[config.mk]
export PLATFORM = sky130hd
export DESIGN_NAME = apsp_ram
export DESIGN_NICKNAME = d
export VERILOG_FILES = /design/src/hdl/apsp_ram.sv
export SDC_FILE = /design/constraint.sdc
export NUM_CORES = 1
export LEC_CHECK = 0
export BUFFER_PORTS_ARGS = -buffer_cell sky130_fd_sc_hd__clkbuf_2
export CAP_MARGIN = 20
export CORE_ASPECT_RATIO = 0.9
export CORE_MARGIN = 1
export CORE_UTILIZATION = 60
export CTS_BUF_LIST = sky130_fd_sc_hd__clkbuf_16
export DETAILED_ROUTE_END_ITERATION = 16
export PLACE_DENSITY = 0.8
export REMOVE_ABC_BUFFERS = 1
export SLEW_MARGIN = 25
export SYNTH_ARGS = -nofsm -noshare
export SYNTH_HDL_FRONTEND = slang
export SYNTH_SLANG_ARGS = --single-unit
[constraint.sdc]
create_clock -name clk -period 4.1 [get_ports clk]
set_input_delay 0.205 -clock clk [delete_from_list [all_inputs] [get_ports clk]]
set_output_delay 0.205 -clock clk [all_outputs]
set_load 0.005 [all_outputs]
[src/hdl/apsp_ram.sv]
// ----------------------------------------------------------------------------
// apsp_ram
// Generic single-port-write, one-read synchronous RAM, registered read.
// ----------------------------------------------------------------------------
module apsp_ram #(
    parameter int WIDTH = 8,
    parameter int DEPTH = 16
) (
    input  logic                     clk,
    input  logic                     we,
    input  logic [$clog2(DEPTH)-1:0] waddr,
    input  logic [WIDTH-1:0]         wdata,
    input  logic [$clog2(DEPTH)-1:0] raddr,
    output logic [WIDTH-1:0]         rdata
);

    logic [WIDTH-1:0] mem [DEPTH];

    always_ff @(posedge clk)
    begin
        if (we)
            mem[waddr] <= wdata;
        rdata <= mem[raddr];
    end

endmodule

==> impl_metrics.py <==
metrics = {
    "hold_path": {
        "hp-class": "in -> reg",
    },
    "placement": {
        "hpwlAfterDp_um": 5810,
        "gp_congestion": 0.748,
        "port_buffers": 25,
    },
    "synthesis": {
        "synth_xor_area_frac": 0,
        "synthCells": 229,
        "synth_compound_area_frac": 0.0233,
        "synth_commonest_cells": "edfxtp_1, mux4_2, a22oi_1, mux4_1, nor2_1",
        "ys.warnings.count": 0,
        "synth_area_leader_cell": "edfxtp_1",
        "ys.flop_type": "edfxtp_1",
        "async_flop_share": 0,
        "yosys-top-cells-area": "edfxtp_1, mux4_2, mux4_1",
        "synth_cell_types": 19,
        "synthMuxAreaShare": 0.150,
        "seq_area_frac_synth": 0.778,
        "synth.avg_cell_area_um2": 22.5,
        "synthSimpleGateAreaFrac": 0.0318,
        "ys_seq_elements": 136,
        "synthDominantCellAreaShare": 0.747,
        "synth_edf_count": 128,
        "synth.most_common_cell": "edfxtp_1",
        "synth_top_family_by_area": "multiplexers",
        "yosys.area_share.adder": 0,
        "synthesis.area_um2": 5150,
    },
    "setup_path": {
        "crit_arrival_ns": 1.99,
        "r2r_setup_slack_ns": 2.71,
        "r2r_cells": 3,
        "r2r-start": "mem[1][1]",
        "slowest_delay_ns": 0.60,
        "cp_max_fo": 17,
        "cp.depth": 5,
        "crit_slowest_cell": "mux4_1",
        "path_cells": "clkbuf_2 > buf_4 > mux4_1 > a22oi_1 > nand2_1",
        "crit_buf_inv": 2,
        "endpoint": "rdata[5]",
        "crit_required_ns": 4.39,
        "worstSetupStartpoint": "raddr[0]",
        "critical-path-top-delay-family": "buffers and inverters",
        "critPathKind": "in -> reg",
        "critPathLaunchType": "primary input",
        "reg2reg_to": "rdata[1]",
        "crit_path_end_kind": "flop",
    },
    "job": {
        "maxCapViolCount": 0,
    },
    "pwr": {
        "p_seq_frac": 0.486,
        "p_switching_uw": 653,
        "power_density_nw_per_um2": 539,
        "power_leakage_nw": 1.99,
        "p_int_mw": 2.57,
        "combPwrFrac": 0.041,
        "pwr-share-clk": 0.472,
        "netSwitchingFraction": 0.203,
        "ir_drop_mv": 0.388,
        "finalPower_mw": 3.22,
    },
    "drt": {
        "wl_per_cell_um": 23.7,
        "drtAntennaViolNets": 0,
        "drc_errors": 0,
        "drt_wl_total_um": 9360,
        "drt_iter0_drc": 229,
        "viasPerCell": 6.09,
        "dr_total_vias": 2407,
        "dr.pass1.iters": 5,
    },
    "sta": {
        "fin_tns_setup_ns": 0,
        "max_slew.worst_pin.slew_ns": 0.968,
        "fin_skew_ns": 0.0134,
        "maxSlewViolCount": 0,
        "fin_crit_ns": 1.70,
        "hold_violations": 0,
        "setup_viol": 0,
        "fmax_mhz": 587,
        "rsz0062_at_grt": "no",
        "finalCritPeriodShare": 0.415,
        "slew_headroom": 0.352,
    },
    "floorplan": {
        "dieArea_um2": 8950,
        "die_w_um": 99.6,
        "fp.coreArea_um2": 8180,
        "std_cell_rows": 31,
        "top_level_ports": 26,
        "start_util": 0.629,
        "die_h_um": 89.9,
    },
    "cts": {
        "clk_pin_slew_ns": 0.06,
        "htreeDepth": 4,
        "cts-root-buf": "clkbuf_16",
        "cts_sinks": 136,
        "clockBufferDepth": 2,
        "tritoncts": "yes",
        "numCtsBuffers": 17,
        "clock_latency_ns": 0.41,
        "hold_buffers": 0,
        "cts_resized": 0,
        "cts_setup_buffers": 0,
    },
    "grt": {
        "grt_first_pass_wirelength_um": 14600,
        "antenna_found_initial": 0,
        "overflow": 0,
        "grt_start_max_net_pins": 33,
        "grt_pass1_vias": 2474,
        "grt_usage": 0.240,
    },
    "final_layout": {
        "drive_gt1_frac": 0.286,
        "final_util": 0.729,
        "area_delta_synth_final_pct": 16.0,
        "antenna_cells": 0,
        "nNetsFinal": 285,
        "fillCellCount": 457,
    },
    "outcome": {
        "status": "completed",
    },
}
## how the worst min path moves through the flow
stage            endpoint     start  cells past startpoint  slack, ns
2_1_floorplan   mem[0][0]  wdata[0]                      0       0.30
6_report       mem[15][3]  wdata[3]                      1       0.22
4_1_cts        mem[12][7]  wdata[7]                      1       0.23
3_3_place_gp     rdata[4]  rdata[4]                      1       0.58
3_5_place_dp     rdata[4]  rdata[4]                      1       0.58
5_1_grt        mem[14][3]  wdata[3]                      1       0.23
## worst reg2reg max path, delay by kind of cell (launching register included)
| kind | cells | cell delay [ns] |
|---|---|---|
| mux | 1 | 0.53 |
| simple gates | 1 | 0.08 |
| flops | 1 | 0.35 |
| compound gates | 1 | 0.31 |
## registers in the layout, summed over array words and instances (netlist names)
signal,flops
rdata,8
mem,128
## cell type report
class	count	area (um^2)	share of cell area
Tap cell	115	144	0.0241
Timing Repair Buffer	29	155	0.0260
Clock buffer	17	425	0.0713
Sequential cell	136	4000	0.671
Clock inverter	15	179	0.0300
Multi-Input combinational cell	83	1060	0.178
## cell usage in the layout (no fill, tap or decap), types with 2 or more instances in the layout
cell	instances
edfxtp_1	128
clkbuf_2	25
mux4_2	18
clkbuf_16	17
a22oi_1	16
mux4_1	14
nor2_1	13
nand2_1	9
dfxtp_1	8
clkinvlp_4	6
buf_4	4
nor3_1	3
clkinv_4	3
bufinv_16	3
nand3b_1	2
nand2b_1	2
## power groups by stage
stage                     registers (mW)  logic, mW  clock network [mW]
after detailed placement            1.60      0.134                   0
after CTS                           1.57      0.135                1.53
after global routing                1.57      0.144                1.60
final                               1.57      0.133                1.52
after floorplan                     1.59     0.0623                   0
after global placement              1.59      0.130                   0
## cells by family (layout without fill, tap and decap cells)
group | Yosys count | in the layout
AND/OR/NAND/NOR | 35 | 35
AO/OA/AOI/OAI | 16 | 16
flip-flops | 136 | 136
multiplexers | 32 | 32
buffers and inverters | 10 | 61
## per-layer routing
layer | track usage | vias up | part of all wire
li1 | - | 1051 | -
met2 | 0.351 | 125 | 0.48
met4 | 0.0895 | 0 | 0.016
met5 | 0 | - | 0
met1 | 0.340 | 1219 | 0.42
met3 | 0.0801 | 12 | 0.084
## through the flow
stage,hold WS (ns),cells,instance area [um^2],worst slack [ns]
2_1_floorplan,0.304,219,5060,2.40
3_3_place_gp,0.578,363,5360,1.81
3_5_place_dp,0.575,363,5370,1.89
4_1_cts,0.230,395,5970,2.34
5_1_grt,0.233,395,5970,2.18
6_report,0.215,395,5970,2.40
(Power assumes the default switching activity.)
